===== config.mk =====
export PLATFORM = sky130hd
export DESIGN_NAME = moving_average_median_compare
export DESIGN_NICKNAME = d
export VERILOG_FILES = /design/src/sv/mamc_pkg.sv /design/src/sv/mamc_res_fifo.sv /design/src/sv/moving_average_median_compare.sv
export SDC_FILE = /design/constraint.sdc
export NUM_CORES = 2
export LEC_CHECK = 0
export BUFFER_PORTS_ARGS = -buffer_cell sky130_fd_sc_hd__buf_2
export CAP_MARGIN = 20
export CELL_PAD_IN_SITES_DETAIL_PLACEMENT = 0
export CELL_PAD_IN_SITES_GLOBAL_PLACEMENT = 1
export CORE_MARGIN = 2
export CORE_UTILIZATION = 35
export CTS_BUF_LIST = sky130_fd_sc_hd__clkbuf_4 sky130_fd_sc_hd__clkbuf_8
export CTS_CLUSTER_DIAMETER = 80
export DETAILED_ROUTE_END_ITERATION = 6
export PLACE_DENSITY_LB_ADDON = 0.1
export RECOVER_POWER = 100
export SLEW_MARGIN = 20
export SYNTH_ARGS = -nofsm -noshare
export SYNTH_HDL_FRONTEND = slang
export SYNTH_SLANG_ARGS = --single-unit

===== constraint.sdc =====
create_clock -name i_clk -period 22.1 [get_ports i_clk]
set_clock_uncertainty 0.15 [all_clocks]
set_input_delay 0 -clock i_clk [delete_from_list [all_inputs] [get_ports i_clk]]
set_output_delay 0 -clock i_clk [all_outputs]
set_load 0.03 [all_outputs]

===== src/sv/mamc_pkg.sv =====
// ----------------------------------------------------------------------------
// mamc_pkg: shared types and constants for the moving average / median block
// Sample and sum widths, the result word layout and the verdict codes.
// ----------------------------------------------------------------------------
package mamc_pkg;

    localparam int SAMPLE_W    = 16;
    localparam int SUM_W       = 26;
    localparam int IN_DATA_W   = ((SAMPLE_W + 7) / 8) * 8;
    localparam int OUT_FIELD_W = 3 * SAMPLE_W + 2 * SUM_W + 2;
    localparam int OUT_DATA_W  = ((OUT_FIELD_W + 7) / 8) * 8;

    localparam logic [SUM_W-1:0] SUM_MAX = {SUM_W{1'b1}};

    localparam int FIFO_DEPTH = 4;
    localparam int PTR_W      = $clog2(FIFO_DEPTH);
    localparam int CNT_W      = $clog2(FIFO_DEPTH + 1);

    typedef enum logic [1:0] {
        VERDICT_NONE  = 2'd0,
        VERDICT_AVG   = 2'd1,
        VERDICT_MED   = 2'd2,
        VERDICT_EQUAL = 2'd3
    } t_verdict;

    // One result; the first field listed sits in the highest bits.
    typedef struct packed {
        logic                       last;
        t_verdict                   verdict;
        logic [SUM_W-1:0]           med_sum;
        logic [SUM_W-1:0]           avg_sum;
        logic signed [SAMPLE_W-1:0] median;
        logic signed [SAMPLE_W-1:0] average;
        logic signed [SAMPLE_W-1:0] original;
    } t_result;

endpackage


===== src/sv/mamc_res_fifo.sv =====
// ----------------------------------------------------------------------------
// mamc_res_fifo: result queue
// Small queue that takes up to two results per cycle and hands out one.
// ----------------------------------------------------------------------------
module mamc_res_fifo import mamc_pkg::*; (
    input  logic       i_clk,
    input  logic       i_rst_n,
    input  logic [1:0] i_push_cnt,
    input  t_result    i_entry_a,
    input  t_result    i_entry_b,
    input  logic       i_pop_ready,
    output logic       o_room,
    output logic       o_valid,
    output t_result    o_head
);

    t_result          r_mem [FIFO_DEPTH];
    logic [PTR_W-1:0] r_wr_ptr;
    logic [PTR_W-1:0] r_rd_ptr;
    logic [CNT_W-1:0] r_count;
    logic [CNT_W-1:0] n_count;
    logic             w_pop;

    assign o_valid = (r_count != '0);
    assign w_pop   = o_valid & i_pop_ready;
    // Room for two more words, the most one cycle can push.
    assign o_room  = (r_count <= CNT_W'(FIFO_DEPTH - 2));
    assign o_head  = r_mem[r_rd_ptr];
    assign n_count = r_count + CNT_W'(i_push_cnt) - CNT_W'(w_pop);

    always_ff @(posedge i_clk) begin
        if (!i_rst_n) begin
            r_wr_ptr <= '0;
            r_rd_ptr <= '0;
            r_count  <= '0;
        end else begin
            r_wr_ptr <= r_wr_ptr + PTR_W'(i_push_cnt);
            r_rd_ptr <= r_rd_ptr + PTR_W'(w_pop);
            r_count  <= n_count;
        end
    end

    always_ff @(posedge i_clk) begin
        if (i_push_cnt != 2'd0) begin
            r_mem[r_wr_ptr] <= i_entry_a;
        end
        if (i_push_cnt == 2'd2) begin
            r_mem[r_wr_ptr + PTR_W'(1)] <= i_entry_b;
        end
    end

endmodule


===== src/sv/moving_average_median_compare.sv =====
// ----------------------------------------------------------------------------
// moving_average_median_compare: 3-point average and median filter compare
// Filters a sample stream with a 3-point mean and a 3-point median, keeps
// saturating sums of deviations and gives a verdict on the last result.
// ----------------------------------------------------------------------------
// Channel   Dir  Word                          Last
// s_axis    in   tdata: sample                 tlast: end_of_stream
// m_axis    out  tdata: filtered result        tlast: last_result
//
// One input word is taken per cycle while the queue has room; a result goes
// from the word that completes it through the pipeline and a four-word queue.
// A stream's first word yields no result and its end-of-stream word yields two
// (one if also the first); the input stalls only when fewer than two queue
// slots are free. Output stalls back up through the queue into the pipeline.
// Reset is synchronous; it clears the window fill count, sums and queue.
// ----------------------------------------------------------------------------
module moving_average_median_compare import mamc_pkg::*; (
    input  logic                  i_clk,
    input  logic                  i_rst_n,
    input  logic                  i_s_axis_tvalid,
    output logic                  o_s_axis_tready,
    input  logic [IN_DATA_W-1:0]  i_s_axis_tdata,   // [15:0] sample
    input  logic                  i_s_axis_tlast,
    output logic                  o_m_axis_tvalid,
    input  logic                  i_m_axis_tready,
    // [15:0] original_value, [31:16] average_value, [47:32] median_value,
    // [73:48] average_deviation_sum, [99:74] median_deviation_sum,
    // [101:100] verdict, rest zero
    output logic [OUT_DATA_W-1:0] o_m_axis_tdata,
    output logic                  o_m_axis_tlast
);

    localparam int WSUM_W      = SAMPLE_W + 2;
    localparam int ABS_W       = SAMPLE_W + 1;
    localparam int RECIP_SHIFT = SAMPLE_W + 1;
    localparam int RECIP       = (2 ** RECIP_SHIFT + 2) / 3;
    localparam int PROD_W      = ABS_W + SAMPLE_W;
    localparam logic [1:0] SEEN_FULL = 2'd2;

    typedef struct packed {
        logic                       has_mid;
        logic                       filt;
        logic                       eos;
        logic signed [SAMPLE_W-1:0] orig;
        logic signed [SAMPLE_W-1:0] x;
        logic signed [SAMPLE_W-1:0] med;
        logic [ABS_W-1:0]           mag;
        logic                       neg;
    } t_stage1;

    typedef struct packed {
        logic                       has_mid;
        logic                       filt;
        logic                       eos;
        logic signed [SAMPLE_W-1:0] orig;
        logic signed [SAMPLE_W-1:0] x;
        logic signed [SAMPLE_W-1:0] med;
        logic [SAMPLE_W-1:0]        quot;
        logic                       neg;
    } t_stage2;

    typedef struct packed {
        logic                       has_mid;
        logic                       eos;
        logic signed [SAMPLE_W-1:0] orig;
        logic signed [SAMPLE_W-1:0] x;
        logic signed [SAMPLE_W-1:0] avg;
        logic signed [SAMPLE_W-1:0] med;
        logic [SAMPLE_W-1:0]        dev_avg;
        logic [SAMPLE_W-1:0]        dev_med;
    } t_stage3;

    function automatic logic signed [SAMPLE_W-1:0] mid3(
        input logic signed [SAMPLE_W-1:0] a,
        input logic signed [SAMPLE_W-1:0] b,
        input logic signed [SAMPLE_W-1:0] c
    );
        logic signed [SAMPLE_W-1:0] lo;
        logic signed [SAMPLE_W-1:0] hi;
        logic signed [SAMPLE_W-1:0] res;
        lo = (a < b) ? a : b;
        hi = (a < b) ? b : a;
        if (c <= lo) begin
            res = lo;
        end else if (c >= hi) begin
            res = hi;
        end else begin
            res = c;
        end
        return res;
    endfunction

    function automatic logic [SAMPLE_W-1:0] abs_diff(
        input logic signed [SAMPLE_W-1:0] a,
        input logic signed [SAMPLE_W-1:0] b
    );
        logic signed [SAMPLE_W:0] d;
        d = (SAMPLE_W+1)'(a) - (SAMPLE_W+1)'(b);
        if (d < 0) begin
            d = -d;
        end
        return d[SAMPLE_W-1:0];
    endfunction

    // Window and accumulators
    logic signed [SAMPLE_W-1:0] r_prev;
    logic signed [SAMPLE_W-1:0] r_older;
    logic [1:0]                 r_seen;
    logic [SUM_W-1:0]           r_avg_sum;
    logic [SUM_W-1:0]           r_med_sum;

    // Pipeline
    logic    r_v1, r_v2, r_v3;
    t_stage1 r_s1, n_s1;
    t_stage2 r_s2, n_s2;
    t_stage3 r_s3, n_s3;

    logic                       w_advance;
    logic                       w_accept;
    logic signed [SAMPLE_W-1:0] w_x;
    logic signed [WSUM_W-1:0]   w_sum;
    logic signed [WSUM_W-1:0]   w_mag_full;
    logic [PROD_W-1:0]          w_prod;
    logic signed [SAMPLE_W:0]   w_avg_wide;
    logic signed [SAMPLE_W-1:0] w_avg;
    logic [SUM_W:0]             w_avg_add;
    logic [SUM_W:0]             w_med_add;
    logic [SUM_W-1:0]           n_avg_sum;
    logic [SUM_W-1:0]           n_med_sum;
    t_verdict                   w_verdict;
    logic                       w_push_go;
    logic [1:0]                 w_push_cnt;
    t_result                    w_mid_res;
    t_result                    w_end_res;
    t_result                    w_entry_a;
    t_result                    w_head;
    logic                       w_out_valid;

    assign o_s_axis_tready = w_advance;
    assign w_accept        = i_s_axis_tvalid & w_advance;
    assign w_x             = i_s_axis_tdata[SAMPLE_W-1:0];

    // Stage 1: window sum magnitude and median.
    assign w_sum      = WSUM_W'(r_older) + WSUM_W'(r_prev) + WSUM_W'(w_x);
    assign w_mag_full = w_sum[WSUM_W-1] ? -w_sum : w_sum;

    always_comb begin
        n_s1.has_mid = (r_seen != 2'd0);
        n_s1.filt    = (r_seen == SEEN_FULL);
        n_s1.eos     = i_s_axis_tlast;
        n_s1.orig    = r_prev;
        n_s1.x       = w_x;
        n_s1.med     = mid3(r_older, r_prev, w_x);
        n_s1.mag     = w_mag_full[ABS_W-1:0];
        n_s1.neg     = w_sum[WSUM_W-1];
    end

    // Stage 2: divide the magnitude by three with a reciprocal multiply.
    assign w_prod = PROD_W'(r_s1.mag) * PROD_W'(RECIP);

    always_comb begin
        n_s2.has_mid = r_s1.has_mid;
        n_s2.filt    = r_s1.filt;
        n_s2.eos     = r_s1.eos;
        n_s2.orig    = r_s1.orig;
        n_s2.x       = r_s1.x;
        n_s2.med     = r_s1.med;
        n_s2.quot    = w_prod[RECIP_SHIFT +: SAMPLE_W];
        n_s2.neg     = r_s1.neg;
    end

    // Stage 3: restore the sign and form the deviations.
    assign w_avg_wide = r_s2.neg ? -$signed({1'b0, r_s2.quot}) : $signed({1'b0, r_s2.quot});
    assign w_avg      = w_avg_wide[SAMPLE_W-1:0];

    always_comb begin
        n_s3.has_mid = r_s2.has_mid;
        n_s3.eos     = r_s2.eos;
        n_s3.orig    = r_s2.orig;
        n_s3.x       = r_s2.x;
        // Near the stream start the sample passes through unchanged.
        n_s3.avg     = r_s2.filt ? w_avg : r_s2.orig;
        n_s3.med     = r_s2.filt ? r_s2.med : r_s2.orig;
        n_s3.dev_avg = r_s2.filt ? abs_diff(r_s2.orig, w_avg) : '0;
        n_s3.dev_med = r_s2.filt ? abs_diff(r_s2.orig, r_s2.med) : '0;
    end

    // Stage 4: accumulate, decide and push into the result queue.
    assign w_avg_add = (SUM_W+1)'(r_avg_sum) + (SUM_W+1)'(r_s3.dev_avg);
    assign w_med_add = (SUM_W+1)'(r_med_sum) + (SUM_W+1)'(r_s3.dev_med);
    assign n_avg_sum = w_avg_add[SUM_W] ? SUM_MAX : w_avg_add[SUM_W-1:0];
    assign n_med_sum = w_med_add[SUM_W] ? SUM_MAX : w_med_add[SUM_W-1:0];

    always_comb begin
        if (n_avg_sum < n_med_sum) begin
            w_verdict = VERDICT_AVG;
        end else if (n_med_sum < n_avg_sum) begin
            w_verdict = VERDICT_MED;
        end else begin
            w_verdict = VERDICT_EQUAL;
        end
    end

    always_comb begin
        w_mid_res.last     = 1'b0;
        w_mid_res.verdict  = VERDICT_NONE;
        w_mid_res.med_sum  = n_med_sum;
        w_mid_res.avg_sum  = n_avg_sum;
        w_mid_res.median   = r_s3.med;
        w_mid_res.average  = r_s3.avg;
        w_mid_res.original = r_s3.orig;

        w_end_res.last     = 1'b1;
        w_end_res.verdict  = w_verdict;
        w_end_res.med_sum  = n_med_sum;
        w_end_res.avg_sum  = n_avg_sum;
        w_end_res.median   = r_s3.x;
        w_end_res.average  = r_s3.x;
        w_end_res.original = r_s3.x;
    end

    assign w_push_go  = r_v3 & w_advance;
    assign w_entry_a  = r_s3.has_mid ? w_mid_res : w_end_res;
    assign w_push_cnt = w_push_go ? (2'(r_s3.has_mid) + 2'(r_s3.eos)) : 2'd0;

    always_ff @(posedge i_clk) begin
        if (!i_rst_n) begin
            r_seen    <= '0;
            r_avg_sum <= '0;
            r_med_sum <= '0;
            r_v1      <= 1'b0;
            r_v2      <= 1'b0;
            r_v3      <= 1'b0;
        end else begin
            if (w_advance) begin
                r_v1 <= w_accept;
                r_v2 <= r_v1;
                r_v3 <= r_v2;
            end
            if (w_accept) begin
                if (i_s_axis_tlast) begin
                    r_seen <= '0;
                end else if (r_seen != SEEN_FULL) begin
                    r_seen <= r_seen + 2'd1;
                end
            end
            if (w_push_go) begin
                if (r_s3.eos) begin
                    r_avg_sum <= '0;
                    r_med_sum <= '0;
                end else begin
                    r_avg_sum <= n_avg_sum;
                    r_med_sum <= n_med_sum;
                end
            end
        end
    end

    always_ff @(posedge i_clk) begin
        if (w_accept) begin
            r_older <= r_prev;
            r_prev  <= w_x;
        end
        if (w_advance) begin
            r_s1 <= n_s1;
            r_s2 <= n_s2;
            r_s3 <= n_s3;
        end
    end

    mamc_res_fifo u_res_fifo (
        .i_clk       (i_clk),
        .i_rst_n     (i_rst_n),
        .i_push_cnt  (w_push_cnt),
        .i_entry_a   (w_entry_a),
        .i_entry_b   (w_end_res),
        .i_pop_ready (i_m_axis_tready),
        .o_room      (w_advance),
        .o_valid     (w_out_valid),
        .o_head      (w_head)
    );

    assign o_m_axis_tvalid = w_out_valid;
    assign o_m_axis_tlast  = w_head.last;
    assign o_m_axis_tdata  = {{(OUT_DATA_W - OUT_FIELD_W){1'b0}}, w_head.verdict,
                              w_head.med_sum, w_head.avg_sum, w_head.median,
                              w_head.average, w_head.original};

`ifndef SYNTHESIS
    a_accept_enters_pipe: assert property (@(posedge i_clk) disable iff (!i_rst_n)
        w_accept |=> r_v1)
        else $error("accepted word did not enter the pipeline");

    a_sums_clear_at_end: assert property (@(posedge i_clk) disable iff (!i_rst_n)
        (w_push_go && r_s3.eos) |=> (r_avg_sum == '0 && r_med_sum == '0))
        else $error("deviation sums not cleared after stream end");

    a_verdict_on_last: assert property (@(posedge i_clk) disable iff (!i_rst_n)
        o_m_axis_tvalid |-> (o_m_axis_tlast == (w_head.verdict != VERDICT_NONE)))
        else $error("verdict does not match the last flag");

    a_seen_bounded: assert property (@(posedge i_clk) disable iff (!i_rst_n)
        r_seen != 2'd3)
        else $error("window fill count out of range");
`endif

endmodule

=== Word-level counts from Yosys, hierarchy flattened ===
Memory sizes are Yosys's and may differ from the RTL's. A register that Yosys moved wholly into a read port is not among the register bits.
Index checks and enable logic that the tools add are counted.

* Eq/ne operators: 3
* Reduce and logical (&&, ||, !) cells: 5
* Order comparisons: 8
* Bitwise operators: 3
* Add/sub/neg operators: 17
* Multipliers: 1
* Multiplexer cells: 25

{| class="wikitable"
|+ Operators by type and width
! cell !! count
|-
| $mux W16 || 9
|-
| $mux W26 || 4
|-
| $mux W103 || 1
|-
| $add A26 B16 Y27 || 2
|-
| $lt A26 B26 Y1 || 2
|-
| $neg A16 Y16 || 3
|-
| $lt A17 B1 Y1 const B || 2
|-
| $sub A16 B16 Y17 || 2
|-
| $mul A17 B16 Y33 const B || 1
|-
| $add A17 B16 Y18 || 1
|-
| $add A16 B16 Y17 || 1
|-
| $mux W17 || 1
|-
| $neg A17 Y17 || 1
|-
| $ge A16 B16 Y1 || 1
|-
| $le A16 B16 Y1 || 1
|-
| $lt A16 B16 Y1 || 1
|-
| $mux W2 || 5
|-
| $reduce_bool A2 Y1 || 3
|-
| $mux W1 || 5
|-
| $add A2 B1 Y2 const B || 2
|-
| $eq A2 B2 Y1 const B || 2
|-
| $add A3 B2 Y3 || 1
|-
| $and A1 B1 Y1 || 3
|-
| $le A3 B2 Y1 const B || 1
|-
| other kinds (7) || 7
|}

* Output and inout bits: 107
* Word-level logic and storage cells: 98
* Register bits after elaboration: 331
* Bits of input ports: 21
* RAM bits: 412
* Memories: 1

{| class="wikitable"
|+ Memory list
! memory !! words !! width !! read ports !! clocked after memory_dff !! write ports !! RTL line !! text
|-
| u_res_fifo.r_mem || 4 || 103 || 1 || 1 || 2 || mamc_res_fifo.sv:17 || <nowiki>t_result r_mem [FIFO_DEPTH];</nowiki>
|}

=== Logic depth before layout (Yosys ltp) ===
* Depth after elaboration: 6
* Depth in mapped cells: 26
* Mapped depth without buffers: 24

=== By module ===
Synthesis repeated with hierarchy kept, for this count alone.

* Cell total of the unflattened synthesis: 3453
* Area, all modules: 44836.8 sq um

{| class="wikitable"
|+ Modules (own cells, without submodules)
! module !! area each (sq um) !! cells an instance !! times used
|-
| moving_average_median_compare || 24501.0 || 2411 || 1
|-
| mamc_res_fifo || 20335.8 || 1042 || 1
|}

=== Worst setup path before layout ===
OpenSTA, ideal clock, no wires.

* Kind: register -> register
* From: reg u_res_fifo.r_count[2]
* To: mem u_res_fifo.r_mem[1][0] (netlist bit), enable pin
* Library setup time: 0.455 ns
* Data required time: 21.495 ns
* Cell stages (with the launch flop): 8
* Period minus slack after synthesis: 17.661 ns
* Slack: 4.439 ns
* Data arrival time: 17.056 ns
* Cells stage by stage: dfxtp_1 -> a21oi_1 -> nand2_1 -> clkbuf_1 -> or3_1 -> clkbuf_1 -> clkbuf_1 -> inv_1

{| class="wikitable"
|+ RTL lines
! item !! RTL line !! text
|-
| start, declared || mamc_res_fifo.sv:20 || <nowiki>logic [CNT_W-1:0] r_count;</nowiki>
|-
| start signal, assigned || mamc_res_fifo.sv:39 || <nowiki>r_count <= n_count;</nowiki>
|-
| end, declared || mamc_res_fifo.sv:17 ||
|}

=== Worst setup path in the final report ===
* From: reg u_res_fifo.r_count[0]
* To: out o_s_axis_tready

* Cells in the longest elaborated chain, start to end: 1

{| class="wikitable"
|+ RTL lines
! item !! RTL line !! text
|-
| $le A3 B2 Y1 || mamc_res_fifo.sv:27 || <nowiki>assign o_room = (r_count <= CNT_W'(FIFO_DEPTH - 2));</nowiki>
|-
| end, declared || moving_average_median_compare.sv:21 || <nowiki>output logic o_s_axis_tready,</nowiki>
|}

No other way between the ends.

==> flow_summary.toml <==
[outcome]
outcome = "finished with violations"
violations = "capacitance limit, slew limit"

[cts]
h-tree-depth = 4
cts_resized = 0
path_clk_slew_ns = 0.05
cts_root_buffer = "clkbuf_8"
clock_latency_ns = 0.81
cts_buffers = 139
cts.sinks = 743
cts_tree = "done"
cts_buffer_depth = 3

[sta]
setup_viol = 0
fin_tns_setup_ns = 0
rsz0062_at_grt = "no"
worst-slew-pin-transition_ns = 4.19
slew_headroom_pct = -179
fin_ws_ns = 12.65
min_period_ns = 9.45
fin_crit_sh_pct = 42.8
max_freq_ghz = 0.106
final_hold_viol_count = 0
slew_violations = 1127

[yosys]
synth_cell_types = 82
synth-compound-area-share_pct = 10.3
synth_edf_count = 675
synth-warning-count = 0
synth_mux_area_share_pct = 6.32
ys_ff_latch = 743
syn_area_um2 = 41600
syn-mean-instance-area_um2 = 11.7
synthCells = 3541
ys.flop_type = "edfxtp_1"
synth-xor-area-share_pct = 2.76
ys_seq_area_share_pct = 52.1
async_reset_ff_share_pct = 0
synth_simple_gate_area_share_pct = 10.4
synthAdderAreaFrac_pct = 14.2
synth_top_family_by_area = "adder cells"

[global_routing]
grt_pass1_wl_mm = 182
grt_pass1_vias = 28500
grt_usage_pct = 20.1
grt_overflow = 0
grt_max_degree = 73
antenna_found_initial = 9

[critical_path]
endpoint_kind = "output pin"
worstPathRequired_ns = 21.95
crit_arrival_ns = 9.30
crit_slowest_cell = "clkbuf_1"
startpoint_type = "register"
crit_path_max_fanout = 72
path_cells = "a21oi_1 > clkbuf_1 > clkbuf_1 > clkbuf_1 > clkbuf_1"
critPathKind = "reg2out"
crit_top_cell = "clkbuf_1"
slowest_delay_ns = 3.00

[placement]
routabilityCongestion = 0.818
pre_cts_ws_ns = 15.50
dpl.hpwl_mm = 83.4
numPortBuffers = 125

[drt]
vias = 27400
drt_iter0_drc = 1646
ant_nets = 0
first_pass_iters = 5
drcViolationCount = 0
wirelength_mm = 121
post_drt_wl_per_cell_um = 22.4
avgViaCountPerCell = 5.07

[floorplanning]
rows = 126
core-area_um2 = 118000
die_area_um2 = 121000
io_pins = 128
die_x_um = 349
start_util_pct = 35.2
fp.dieH_um = 349

[layout]
layout_commonest_cell = "edfxtp_1"
post-route-util_pct = 39.7
final_layout_size_suffix_gt1_share_pct = 10.3
final_nets = 4180
syn_to_final_growth_pct = 12.8
final_cell_mix = "edfxtp_1 (675), nor2_1 (389), nand2_1 (352)"

[run]
max_cap_viol_count = 26

[worst_hold_path]
worstHoldPathType = "in2reg"
-- synth_stat cells, types with 6 or more instances --
cell	number	area (um2)
a211oi_1	15	113
a21o_1	63	473
a21oi_1	157	786
a221oi_1	15	131
a22o_1	6	52.6
a31o_2	6	52.6
a31oi_1	11	68.8
a41oi_1	6	52.6
and2_1	18	113
and3_1	13	81.3
buf_1	20	75.1
clkbuf_1	106	398
dfxtp_1	68	1360
edfxtp_1	675	20300
fa_1	109	2180
ha_1	296	3700
inv_1	302	1130
mux2_2	13	146
mux2i_1	16	160
mux4_2	103	2320
nand2_1	352	1320
nand2b_1	21	131
nand3_1	26	130
nand4_1	23	144
nor2_1	383	1440
nor2_2	9	56.3
nor2b_1	25	156
nor3_1	58	290
nor3b_1	6	45.0
o211ai_1	13	97.6
o21a_1	30	225
o21ai_0	270	1350
o21ai_1	20	100
o21bai_1	10	75.1
o22ai_1	6	37.5
o31a_1	7	61.3
o31ai_1	12	90.1
or2_2	7	43.8
or3_1	19	119
or4_1	8	60.1
xnor2_1	79	692
xor2_1	50	438
-- area by class of cell --
type,count,area (um2)
fillers,11600,71100
flip-flops and latches,743,21600
multi-input cells,2363,18300
clock buffers,205,2450
well taps,1536,1920
inverters,303,1140
repair buffers,204,1050
clock inverters,48,379
diodes,2,5.00
-- metrics by stage --
step                std cells  hold slack [ns]  cell area (um2)
floorplan                3542          -0.0511            41600
global placement         5110            0.179            44000
detailed placement       5110            0.175            44000
CTS                      5402           0.0792            47200
global route             5404            0.166            46900
finish                   5404            0.176            46900
-- state kept, by name (all words and copies together) (netlist names), 2 cells and up --
signal,flops
u_res_fifo.r_rd_ptr,2
r_older,16
r_s2,34
n_s3,34
r_med_sum,26
u_res_fifo.r_count,3
n_s2,52
u_res_fifo.r_mem,412
r_prev,16
r_s1,17
r_avg_sum,26
r_s3,98
u_res_fifo.r_wr_ptr,2
r_seen,2
-- path summary, 6_finish.rpt --
| path | from | end | slack (ns) | cells after the start |
|---|---|---|---|---|
| min reg2reg | n_s2[26] | r_s2[26] | 0.25 | 0 |
| max reg2reg | u_res_fifo.r_count[0] | u_res_fifo.r_mem[1][34] | 12.83 | 7 |
| max | u_res_fifo.r_count[0] | o_s_axis_tready | 12.65 | 5 |
| min | i_s_axis_tvalid | r_v1 | 0.18 | 4 |
-- cells by family after synthesis --
kind of cell | count (synthesis)
other | 1
AOI/OAI and AO/OA | 702
buffers and inverters | 436
muxes | 132
adders and majority gates | 405
and+or+nand+nor | 992
xor gates and xnor gates | 130
DFF | 743
-- critical path: cells and delay by family, from the launching register on --
family	cells	cell delay, ns
buf+inv	4	7.62
compound gates	1	0.49
flops	1	0.32
-- repair_timing --
item	CTS	global route
buffers inserted	0	0
setup endpoints to repair	0	0
endpoints found under the hold margin	71	0
hold buffers	39	0
-- metal layers --
layer	routed length, um	track usage (%)
met5	0	0
met4	2300	5.15
met3	5330	3.48
met2	57700	33.0
met1	55600	27.4
Power is not shown: default switching activity piles up to over one toggle a cycle in this logic, so the estimate is an artifact.
